==> src/rtl/xoroshiro_range_generator_top_macros.svh <==
// Assertion macros shared by the range generator modules.
// Each macro expects clk and rst in scope at the point of use.
`ifndef XOROSHIRO_RANGE_GENERATOR_TOP_MACROS_SVH
`define XOROSHIRO_RANGE_GENERATOR_TOP_MACROS_SVH

// Consequent must hold in the same cycle as the antecedent.
`define XRG_ASSERT_IMPLY(lbl, ante, cons) \
  lbl: assert property (@(posedge clk) disable iff (rst) (ante) |-> (cons)) \
    else $error("assertion failed: lbl");

// Consequent must hold in the cycle after the antecedent.
`define XRG_ASSERT_NEXT(lbl, ante, cons) \
  lbl: assert property (@(posedge clk) disable iff (rst) (ante) |=> (cons)) \
    else $error("assertion failed: lbl");

// Condition must never be true.
`define XRG_ASSERT_NEVER(lbl, cond) \
  lbl: assert property (@(posedge clk) disable iff (rst) !(cond)) \
    else $error("assertion failed: lbl");

`endif

==> src/rtl/xrg_pkg.sv <==
// Shared types and constants for the xoroshiro128+ range generator.
// No dependencies; every other RTL module imports this package.
package xrg_pkg;

  localparam int unsigned WORD_W = 64;
  localparam logic [WORD_W-1:0] ALL_ONES = '1;

  // Generator constants
  localparam int unsigned ROT_A   = 55;
  localparam int unsigned SHIFT_B = 14;
  localparam int unsigned ROT_C   = 36;

  localparam logic [WORD_W-1:0] SEED0_RESET = WORD_W'(1);
  localparam logic [WORD_W-1:0] SEED1_RESET = WORD_W'(0);

  // Configuration register indexes
  localparam int unsigned CFG_IDX_W = 1;
  localparam logic [CFG_IDX_W-1:0] CFG_SEED0 = 1'b0;
  localparam logic [CFG_IDX_W-1:0] CFG_SEED1 = 1'b1;

  // Request kinds
  localparam logic [1:0] REQ_RAW  = 2'd0;
  localparam logic [1:0] REQ_UPTO = 2'd1;
  localparam logic [1:0] REQ_SPAN = 2'd2;

  // Job queue between front and back
  localparam int unsigned QDEPTH  = 2;
  localparam int unsigned QPTR_W  = (QDEPTH > 1) ? $clog2(QDEPTH) : 1;
  localparam int unsigned QCNT_W  = $clog2(QDEPTH + 1);

  // Restoring divider: one quotient bit per cycle
  localparam int unsigned DIV_STEPS = WORD_W;
  localparam int unsigned DCNT_W    = $clog2(DIV_STEPS);

  typedef enum logic {
    OP_PASS = 1'b0,
    OP_MOD  = 1'b1
  } xrg_op_t;

  typedef struct packed {
    logic [1:0]        req_type;
    logic [WORD_W-1:0] bound_low;
    logic [WORD_W-1:0] bound_high;
  } xrg_req_t;

  typedef struct packed {
    logic [WORD_W-1:0] value;
    logic              range_error;
  } xrg_rsp_t;

  // operand: result for OP_PASS, dividend for OP_MOD
  // bound:   divisor minus one; offset is added to the remainder
  typedef struct packed {
    xrg_op_t           op;
    logic [WORD_W-1:0] operand;
    logic [WORD_W-1:0] bound;
    logic [WORD_W-1:0] offset;
    logic              err;
  } xrg_job_t;

  function automatic logic [WORD_W-1:0] rotl(input logic [WORD_W-1:0] v,
                                             input int unsigned amt);
    rotl = (v << amt) | (v >> (WORD_W - amt));
  endfunction

endpackage

==> src/rtl/xrg_front.sv <==
// Front end: holds the generator state, accepts requests and classifies them
// into queue jobs. Depends on xrg_pkg.
module xrg_front
  import xrg_pkg::*;
(
  input  logic                 clk,
  input  logic                 rst,
  input  logic                 req_valid,
  output logic                 req_stall,
  input  xrg_req_t             req,
  input  logic                 cfg_valid,
  input  logic [CFG_IDX_W-1:0] cfg_index,
  input  logic [WORD_W-1:0]    cfg_data,
  input  logic                 q_full,
  output logic                 q_push,
  output xrg_job_t             q_job
);

  logic [WORD_W-1:0] gen0;
  logic [WORD_W-1:0] gen1;
  logic [WORD_W-1:0] gen0_next;
  logic [WORD_W-1:0] gen1_next;
  logic [WORD_W-1:0] raw_sum;
  logic [WORD_W-1:0] mix;
  logic [WORD_W:0]   span;
  logic              adv;

  assign raw_sum   = gen0 + gen1;
  assign mix       = gen0 ^ gen1;
  assign gen0_next = rotl(gen0, ROT_A) ^ mix ^ (mix << SHIFT_B);
  assign gen1_next = rotl(mix, ROT_C);

  // span[WORD_W] is the borrow: low above high
  assign span = {1'b0, req.bound_high} - {1'b0, req.bound_low};

  assign req_stall = q_full;
  assign q_push    = req_valid && !q_full;

  always_comb begin
    adv           = 1'b0;
    q_job.op      = OP_PASS;
    q_job.operand = '0;
    q_job.bound   = req.bound_high;
    q_job.offset  = '0;
    q_job.err     = 1'b0;
    case (req.req_type)
      REQ_RAW: begin
        adv           = 1'b1;
        q_job.operand = raw_sum;
      end
      REQ_UPTO: begin
        if (req.bound_high == ALL_ONES) begin
          adv           = 1'b1;
          q_job.operand = raw_sum;
        end else if (req.bound_high != '0) begin
          adv           = 1'b1;
          q_job.op      = OP_MOD;
          q_job.operand = raw_sum;
        end
      end
      REQ_SPAN: begin
        if (span[WORD_W]) begin
          q_job.err = 1'b1;
        end else if (req.bound_high == ALL_ONES) begin
          adv           = 1'b1;
          q_job.operand = raw_sum;
        end else if (span[WORD_W-1:0] == '0) begin
          q_job.operand = req.bound_low;
        end else begin
          adv           = 1'b1;
          q_job.op      = OP_MOD;
          q_job.operand = raw_sum;
          q_job.bound   = span[WORD_W-1:0];
          q_job.offset  = req.bound_low;
        end
      end
      default: begin
      end
    endcase
  end

  always_ff @(posedge clk) begin
    if (rst) begin
      gen0 <= SEED0_RESET;
      gen1 <= SEED1_RESET;
    end else if (cfg_valid) begin
      case (cfg_index)
        CFG_SEED0: gen0 <= cfg_data;
        CFG_SEED1: gen1 <= cfg_data;
        default: begin
        end
      endcase
    end else if (q_push && adv) begin
      gen0 <= gen0_next;
      gen1 <= gen1_next;
    end
  end

endmodule

==> src/rtl/xrg_queue.sv <==
// Short job queue between front and back end, register based.
// Depends on xrg_pkg and the assertion macro header.
`include "xoroshiro_range_generator_top_macros.svh"

module xrg_queue
  import xrg_pkg::*;
(
  input  logic     clk,
  input  logic     rst,
  input  logic     push,
  input  xrg_job_t push_job,
  output logic     full,
  input  logic     pop,
  output xrg_job_t pop_job,
  output logic     empty
);

  xrg_job_t          slots [QDEPTH];
  logic [QPTR_W-1:0] wptr;
  logic [QPTR_W-1:0] rptr;
  logic [QCNT_W-1:0] count;

  assign full    = (count == QCNT_W'(QDEPTH));
  assign empty   = (count == '0);
  assign pop_job = slots[rptr];

  always_ff @(posedge clk) begin
    if (push) begin
      slots[wptr] <= push_job;
    end
  end

  always_ff @(posedge clk) begin
    if (rst) begin
      wptr  <= '0;
      rptr  <= '0;
      count <= '0;
    end else begin
      if (push) begin
        wptr <= (wptr == QPTR_W'(QDEPTH - 1)) ? '0 : wptr + 1'b1;
      end
      if (pop) begin
        rptr <= (rptr == QPTR_W'(QDEPTH - 1)) ? '0 : rptr + 1'b1;
      end
      case ({push, pop})
        2'b10:   count <= count + 1'b1;
        2'b01:   count <= count - 1'b1;
        default: count <= count;
      endcase
    end
  end

  `XRG_ASSERT_NEVER(a_no_push_full, push && full)
  `XRG_ASSERT_NEVER(a_no_pop_empty, pop && empty)
  `XRG_ASSERT_NEXT(a_ptr_gap, push && !pop && count == '0, wptr != rptr || full)

endmodule

==> src/rtl/xrg_back.sv <==
// Back end: takes jobs from the queue, runs the restoring divider for
// range reduction and holds the output register. Depends on xrg_pkg, macros.
`include "xoroshiro_range_generator_top_macros.svh"

module xrg_back
  import xrg_pkg::*;
(
  input  logic     clk,
  input  logic     rst,
  input  logic     q_empty,
  input  xrg_job_t q_job,
  output logic     q_pop,
  output logic     rsp_valid,
  input  logic     rsp_stall,
  output xrg_rsp_t rsp
);

  typedef enum logic [1:0] {
    S_IDLE,
    S_DIV,
    S_DONE
  } state_t;

  localparam logic [DCNT_W-1:0] CNT_LAST = DCNT_W'(DIV_STEPS - 1);

  state_t            state;
  logic [DCNT_W-1:0] cnt;
  logic [WORD_W-1:0] dvd;
  logic [WORD_W-1:0] rem;
  logic [WORD_W-1:0] bnd;
  logic [WORD_W-1:0] off;
  logic [WORD_W:0]   shifted;
  logic [WORD_W:0]   reduced;
  logic [WORD_W-1:0] rem_next;
  logic              take;
  logic              out_free;
  logic              rsp_load;

  // Divisor is bnd + 1, so subtract by adding ~bnd
  assign shifted  = {rem, dvd[WORD_W-1]};
  assign take     = shifted > {1'b0, bnd};
  assign reduced  = shifted + {1'b1, ~bnd};
  assign rem_next = take ? reduced[WORD_W-1:0] : shifted[WORD_W-1:0];

  assign out_free = !rsp_valid || !rsp_stall;
  assign q_pop    = !q_empty && (state == S_IDLE) && (q_job.op == OP_MOD || out_free);
  assign rsp_load = (state == S_IDLE && q_pop && q_job.op == OP_PASS) ||
                    (state == S_DONE && out_free);

  always_ff @(posedge clk) begin
    if (rst) begin
      state     <= S_IDLE;
      cnt       <= '0;
      rsp_valid <= 1'b0;
    end else begin
      if (rsp_load) begin
        rsp_valid <= 1'b1;
      end else if (!rsp_stall) begin
        rsp_valid <= 1'b0;
      end
      case (state)
        S_IDLE: begin
          if (q_pop) begin
            if (q_job.op == OP_MOD) begin
              dvd   <= q_job.operand;
              rem   <= '0;
              bnd   <= q_job.bound;
              off   <= q_job.offset;
              cnt   <= '0;
              state <= S_DIV;
            end else begin
              rsp.value       <= q_job.operand;
              rsp.range_error <= q_job.err;
            end
          end
        end
        S_DIV: begin
          rem <= rem_next;
          dvd <= dvd << 1;
          cnt <= cnt + 1'b1;
          if (cnt == CNT_LAST) begin
            state <= S_DONE;
          end
        end
        S_DONE: begin
          // hold the remainder until the output register frees up
          if (out_free) begin
            rsp.value       <= rem + off;
            rsp.range_error <= 1'b0;
            state           <= S_IDLE;
          end
        end
        default: state <= S_IDLE;
      endcase
    end
  end

  `XRG_ASSERT_IMPLY(a_rem_below_divisor, state != S_IDLE, rem <= bnd)
  `XRG_ASSERT_NEXT(a_div_ends, state == S_DIV && cnt == CNT_LAST, state == S_DONE)
  `XRG_ASSERT_IMPLY(a_rsp_source, $rose(rsp_valid),
    $past(state) == S_IDLE || $past(state) == S_DONE)

endmodule

==> src/rtl/xoroshiro_range_generator_top.sv <==
// Top level of the xoroshiro128+ range generator: front end, job queue and
// divider back end. Depends on xrg_pkg, xrg_front, xrg_queue and xrg_back.
//
//   channel   | handshake              | payload
//   ----------+------------------------+------------------------------------
//   request   | req_valid / req_stall  | req  (req_type, bound_low, high)
//   response  | rsp_valid / rsp_stall  | rsp  (value, range_error)
//   config    | cfg_valid / cfg_ready  | cfg_index, cfg_data
//
// Raw, saturated and error requests bypass the divider.
// A range-reduced request runs the 64-step restoring divider, one step per quotient
// bit, between load and output; the back end takes no new job until it is done.
// Up to two requests queue ahead of the divider; req_stall rises when full.
// Reset loads the state with 1 and 0; no clearing pass is needed.
module xoroshiro_range_generator_top
  import xrg_pkg::*;
(
  input  logic                 clk,
  input  logic                 rst,
  input  logic                 req_valid,
  output logic                 req_stall,
  input  xrg_req_t             req,
  output logic                 rsp_valid,
  input  logic                 rsp_stall,
  output xrg_rsp_t             rsp,
  input  logic                 cfg_valid,
  output logic                 cfg_ready,
  input  logic [CFG_IDX_W-1:0] cfg_index,
  input  logic [WORD_W-1:0]    cfg_data
);

  logic     q_full;
  logic     q_empty;
  logic     q_push;
  logic     q_pop;
  xrg_job_t push_job;
  xrg_job_t pop_job;

  assign cfg_ready = 1'b1;

  xrg_front u_front (
    .clk       (clk),
    .rst       (rst),
    .req_valid (req_valid),
    .req_stall (req_stall),
    .req       (req),
    .cfg_valid (cfg_valid),
    .cfg_index (cfg_index),
    .cfg_data  (cfg_data),
    .q_full    (q_full),
    .q_push    (q_push),
    .q_job     (push_job)
  );

  xrg_queue u_queue (
    .clk      (clk),
    .rst      (rst),
    .push     (q_push),
    .push_job (push_job),
    .full     (q_full),
    .pop      (q_pop),
    .pop_job  (pop_job),
    .empty    (q_empty)
  );

  xrg_back u_back (
    .clk       (clk),
    .rst       (rst),
    .q_empty   (q_empty),
    .q_job     (pop_job),
    .q_pop     (q_pop),
    .rsp_valid (rsp_valid),
    .rsp_stall (rsp_stall),
    .rsp       (rsp)
  );

endmodule

==> config.mk <==
export PLATFORM = sky130hd
export DESIGN_NAME = xoroshiro_range_generator_top
export DESIGN_NICKNAME = d
export VERILOG_FILES = /design/src/rtl/xrg_pkg.sv /design/src/rtl/xrg_front.sv /design/src/rtl/xrg_queue.sv /design/src/rtl/xrg_back.sv /design/src/rtl/xoroshiro_range_generator_top.sv
export VERILOG_INCLUDE_DIRS = /design/src /design/src/rtl
export SDC_FILE = /design/constraint.sdc
export NUM_CORES = 2
export LEC_CHECK = 0
export BUFFER_PORTS_ARGS = -buffer_cell sky130_fd_sc_hd__buf_2
export CORE_MARGIN = 2
export CORE_UTILIZATION = 25
export DETAILED_ROUTE_END_ITERATION = 8
export SYNTH_ARGS = -nofsm -noshare
export SYNTH_HDL_FRONTEND = slang
export SYNTH_SLANG_ARGS = --single-unit
==> constraint.sdc <==
create_clock -name clk -period 17.7 [get_ports clk]
set_clock_uncertainty 0.15 [all_clocks]
set_input_delay 0.885 -clock clk [delete_from_list [all_inputs] [get_ports clk]]
set_output_delay 0.885 -clock clk [all_outputs]
set_load 0.02 [all_outputs]
; ---- After elaboration in Yosys (flattened, before gate mapping)
; Memory sizes are Yosys's and may differ from the RTL's. A register that Yosys moved wholly into a read port is not among the register bits.
; Index checks and enable logic that the tools add are counted.
[op_classes]
n_addsub = 9
n_lt_le_gt_ge = 1
eq_ne = 17
muxes = 53
n_bitwise = 8
reduce_logical = 30
[ops]
columns = cell, n
row1 = $mux W64, 14
row2 = $mux W65, 4
row3 = $mux W128, 2
row4 = $pmux W64 S2, 2
row5 = $mux W193, 1
row6 = $add A64 B64 Y64, 3
row7 = $pmux W64 S3, 1
row8 = $xor A64 B64 Y64, 3
row9 = $pmux W65 S2, 1
row10 = $mux W129, 1
row11 = $gt A65 B64 Y1, 1
row12 = $sub A64 B64 Y65, 1
row13 = $eq A64 B64 Y1 const B, 1
row14 = $logic_not A64 Y1, 1
row15 = $not A64 Y64, 1
row16 = $or A64 B36 Y64, 1
row17 = $or A64 B55 Y64, 1
row18 = $reduce_bool A64 Y1, 1
row19 = $mux W1, 16
row20 = $mux W6, 2
row21 = $ne A2 B1 Y1 const B, 6
row22 = $pmux W6 S2, 1
row23 = $reduce_and A4 Y1, 3
row24 = $eq A2 B2 Y1 const B, 4
row25 = other kinds (21), 46
[word_totals]
register_bits = 462
mem_bits_rw = 388
out_inout_bits = 68
word_cells = 133
mem_count = 1
[memory_table]
columns = name, words, width, rd, rd_ports_with_merged_regs, wr, line
row1 = u_queue.slots, 2, 194, 1, 1, 1, xrg_queue.sv:18  ; xrg_job_t slots [QDEPTH];

; ---- Logic depth before layout (Yosys ltp)
[depth]
depth_word = 9
depth_mapped = 20
mapped_depth_nobuf = 16

; ---- Modules after synthesis
; A second synthesis with hierarchy kept.
[hier_totals]
cells_unflattened = 5314
hier_area_um2 = 53945.5
[by_module_without_submodules]
columns = mod, n_inst, cells_per_inst, area_each_um2, seq_area_each_um2
row1 = xrg_back, 1, 2110, 20527.2, 9819.4
row2 = xrg_front, 1, 2576, 18768.0, 2562.5
row3 = xrg_queue, 1, 626, 14639.0, 11751.3
row4 = xoroshiro_range_generator_top, 1, 2, 11.3, 0.0

; ---- Worst setup path after synthesis
; No wires, ideal clock.
[synth_path]
path_kind = input to register
start = input port rst
end = register u_back.rsp[0] (netlist name)
arrival_ns = 11.438
t_required_ns = 16.715
slack_ns = 5.276
stages = 3
n_path_buf = 2
cell_sequence = clkbuf_1 -> clkbuf_1 -> a2111oi_0
[synth_via]
elab_chain_len = 2
[synth_rtl]
columns = item, line
row1 = from (decl), xoroshiro_range_generator_top.sv:19  ; input logic rst,
row2 = $not A1 Y1 (no source line), n/a
row3 = $reduce_and A5 Y1 (no source line), n/a
; Every way passes these cells.
; A chain may end at the register's enable or synchronous reset.

; ---- Worst setup path after layout
[layout_path]
start = register u_back.rem[0]
end = register u_back.rsp[63] (netlist name)
[layout_via]
elab_chain_len = 3
[layout_rtl]
columns = item, line
row1 = from (decl), xrg_back.sv:29  ; logic [WORD_W-1:0] rem;
row2 = from (signal assigned), xrg_back.sv:78  ; rem <= rem_next;
row3 = $add A64 B64 Y64, xrg_back.sv:88  ; rsp.value <= rem + off;
row4 = $mux W65, xrg_back.sv:87  ; if (out_free) begin
row5 = $pmux W65 S2, xrg_back.sv:61  ; case (state)
; Every way passes these cells. The select of a mux whose other input is x is not followed.

==> out/results.txt <==
Initial antenna violation count -> 52
HP Class -> in -> reg
Core ar. -> 207000 um^2
Fin. max-slew vios -> 0
Largest net degree at the start of global routing -> 104
H-tree Lvls -> 3
Number of synthesized flops with an enable pin -> 709
Initial DRC Count -> 3419
Area growth syn-to-layout -> 13.2%
Synth area leader -> edfxtp_1
DRT Wirelength -> 198 mm
Syn_nets -> 5444
TritonCTS clock tree -> built
Synth cell types -> 95
DP HPWL -> 157 mm
Final setup fails -> 0
CP required -> 17.96 ns
HP Start -> cfg_data[6]
Mapped Area -> 51800 um^2
I/O pins -> 268
Share of the synthesized area in the top cell type -> 0.411
Reg-to-Reg Start -> u_back.rem[0]
Post-route DRC -> 0
Ratio of cells with drive above 1 in the final layout -> 0.139
Cells on Worst Hold Path -> 3
FF+latch count, synth -> 851
Most instantiated cells after synthesis -> edfxtp_1 (709), nor2_1 (592), a21oi_1 (424), ha_1 (261), nand2_1 (245)
Worst path slowest cell -> a2111oi_0
First-pass DRT Iterations -> 5
Post-synth ARST share -> 0
Port buffer count -> 266
WP buf/inv -> 1
Clock Latency Late Sink -> 0.74 ns
Clock root buffer -> clkbuf_16
Initial Util -> 0.251
First-pass GRT wire length -> 279 mm
Cells after synthesis -> 4979
YS warnings -> 0
Number of global-route vias before repair -> 39200
Count leader, synth -> edfxtp_1
Cts-stage hold buffer count -> 0
Worst slew margin -> 0.154
Rows -> 167
Final Hold Vio Count -> 0
Tot Pwr -> 7.42 mW
Overflow after GRT -> 0
Worst reg-to-reg setup slack -> 10.93 ns
Resize count post-CTS -> 0
Critical Path Sink Type -> register
Crit-path cells -> ha_1 -> inv_1 -> fa_1 -> nor2b_1 -> o21ai_0 -> a21o_1 -> a32oi_1 -> a21oi_1 -> o21ai_1 -> nand3_1 -> a2111oi_0 -> o21ai_0 -> a21o_1 -> o21ai_1 -> mux2i_1 -> a211oi_1
Num CTS Buffers -> 89
Dpl cells -> 7701
Via Count -> 40500
Die area -> 211000 um^2
Clock-pin slew on the worst setup and hold paths -> 0.06 ns
Actual slew at the worst max-slew pin -> 1.26 ns
FMAX -> 0.148 GHz
Synth area leaders -> edfxtp_1 (41%), ha_1 (6.3%), dfxtp_1 (5.5%), mux2i_1 (4.3%), nor2_1 (4.3%)
Hold Path End -> u_front.gen1[6]
Tot GR Track Use -> 0.182
Critical path's largest stage delay -> 1.00 ns
Status -> complete, no violations
Via/cell ratio -> 5.14
Worst IR Drop VDD -> 88.5 uV
Pwr dens -> 126 nW/um^2
Setup_tns -> 0 ns
Fin util -> 0.284
Setup WS pre-CTS -> 10.46 ns
Static Leak -> 22.7 nW
Fin crit period -> 6.77 ns
Die X -> 459 um
RSZ-0062 raised after global routing -> false
# fillers -> 21400
Routed wire length per instance -> 25.2 um
Postcts setup bufs -> 0
Total clock sinks -> 851
Final Cycle Share -> 0.383
Total of max-cap violations -> 0
RR Endpoint -> u_back.rsp[63]
Antenna-violating nets left -> 0
Register area -> 24100 um^2
R2R cell count -> 16
WP data arrival -> 7.03 ns
Routability cong. -> 0.949
NumNets Final -> 5553
Final non-filler cell total -> 7881
Startpoint types -> register
Critical path class -> reg -> reg
Multi-input logic area -> 25800 um^2
Mean area per synthesized cell -> 10.4 um^2
Chip height -> 459 um
CTS Buffer Depth -> 3
Worst Slack Setup Final -> 10.93 ns
Top delay family on crit path -> compound AO/OA/AOI/OAI gates
Crit path max fanout -> 4
Synth Flop Type -> edfxtp_1
Post-synthesis sequential area ratio -> 0.466
how the worst max path moves through the flow:
stage,start,end,slack [ns],depth (start not counted)
6_report,u_back.rem[0],u_back.rsp[63],10.93,16
3_3_place_gp,req[0],u_front.gen1[35],9.08,17
3_5_place_dp,req[0],u_queue.slots[0][69],10.46,18
2_1_floorplan,rst,u_back.rsp[0],5.28,3
4_1_cts,u_back.rem[0],u_back.rsp[63],10.84,16
5_1_grt,u_back.rem[0],u_back.rsp[63],10.81,16
logic make-up (layout without fill, tap and decap cells):
family,after synthesis,in the layout,synth area share
xor+xnor,337,337,0.0569
mux,405,405,0.0859
flops,851,851,0.466
compound gates,1302,1302,0.169
other cells,1,17,0.0000723
simple gates,1330,1330,0.119
buf+inv,488,670,0.0390
fa+ha+maj,265,265,0.0645
stage by stage:
| stage | instance area [um^2] | hold slack, ns |
|---|---|---|
| after CTS | 58700 | 0.284 |
| after global routing | 58700 | 0.325 |
| final | 58700 | 0.332 |
| after global placement | 55700 | 0.329 |
| after detailed placement | 55700 | 0.346 |
| after floorplan | 51800 | 0.308 |
layer usage:
layer	wire length, um	global-route usage	up-vias
met4	11500	0.0937	22
met2	91900	0.298	1514
met1	82700	0.231	19900
li1	-	-	18700
met3	12100	0.0271	348
met5	143	0	-
layout make-up:
type                    instances  area share
multi-input cells            3640       0.439
flip-flops and latches        851       0.411
repair buffers                306      0.0282
diodes                         16    0.000682
clock buffers                 112      0.0405
clock inverters                52     0.00970
inverters                     200      0.0128
well taps                    2704      0.0576
cell usage in the layout (no fill, tap or decap), types with 56 or more instances in the layout:
cell	n
a211oi_1	109
a21o_1	166
a21oi_1	424
a22o_1	67
buf_2	264
clkbuf_16	90
dfxtp_1	141
edfxtp_1	709
ha_1	261
inv_1	200
mux2_2	130
mux2i_1	225
nand2_1	244
nand2b_1	56
nand3_1	72
nand4_1	102
nor2_1	589
o21ai_0	173
xnor2_1	192
xor2_1	145
flip-flops by register name (all words and copies together) (netlist names), named ones only:
name / count
u_back.rsp: 65
u_back.rsp_valid: 1
u_front.gen1: 64
u_queue.wptr: 1
u_queue.slots: 388
u_back.dvd: 64
u_back.off: 64
u_back.cnt: 6
u_back.bnd: 64
u_front.gen0: 64
u_back.state: 2
u_back.rem: 64
u_queue.rptr: 1
u_queue.count: 2
report_power, final:
| part | total [mW] | switching [mW] | internal (mW) |
|---|---|---|---|
| logic | 2.71 | 1.76 | 0.951 |
| clock network | 1.92 | 0.858 | 1.07 |
| registers | 2.78 | 0.148 | 2.64 |
| total | 7.42 | 2.77 | 4.65 |
tightest hold or removal path: cells and delay by family:
kind / cells / cell delay, ns
buf+inv: 1 / 0.09
simple gates: 1 / 0.08
compound gates: 1 / 0.08
Note: power is estimated with default switching activity, not from simulation.
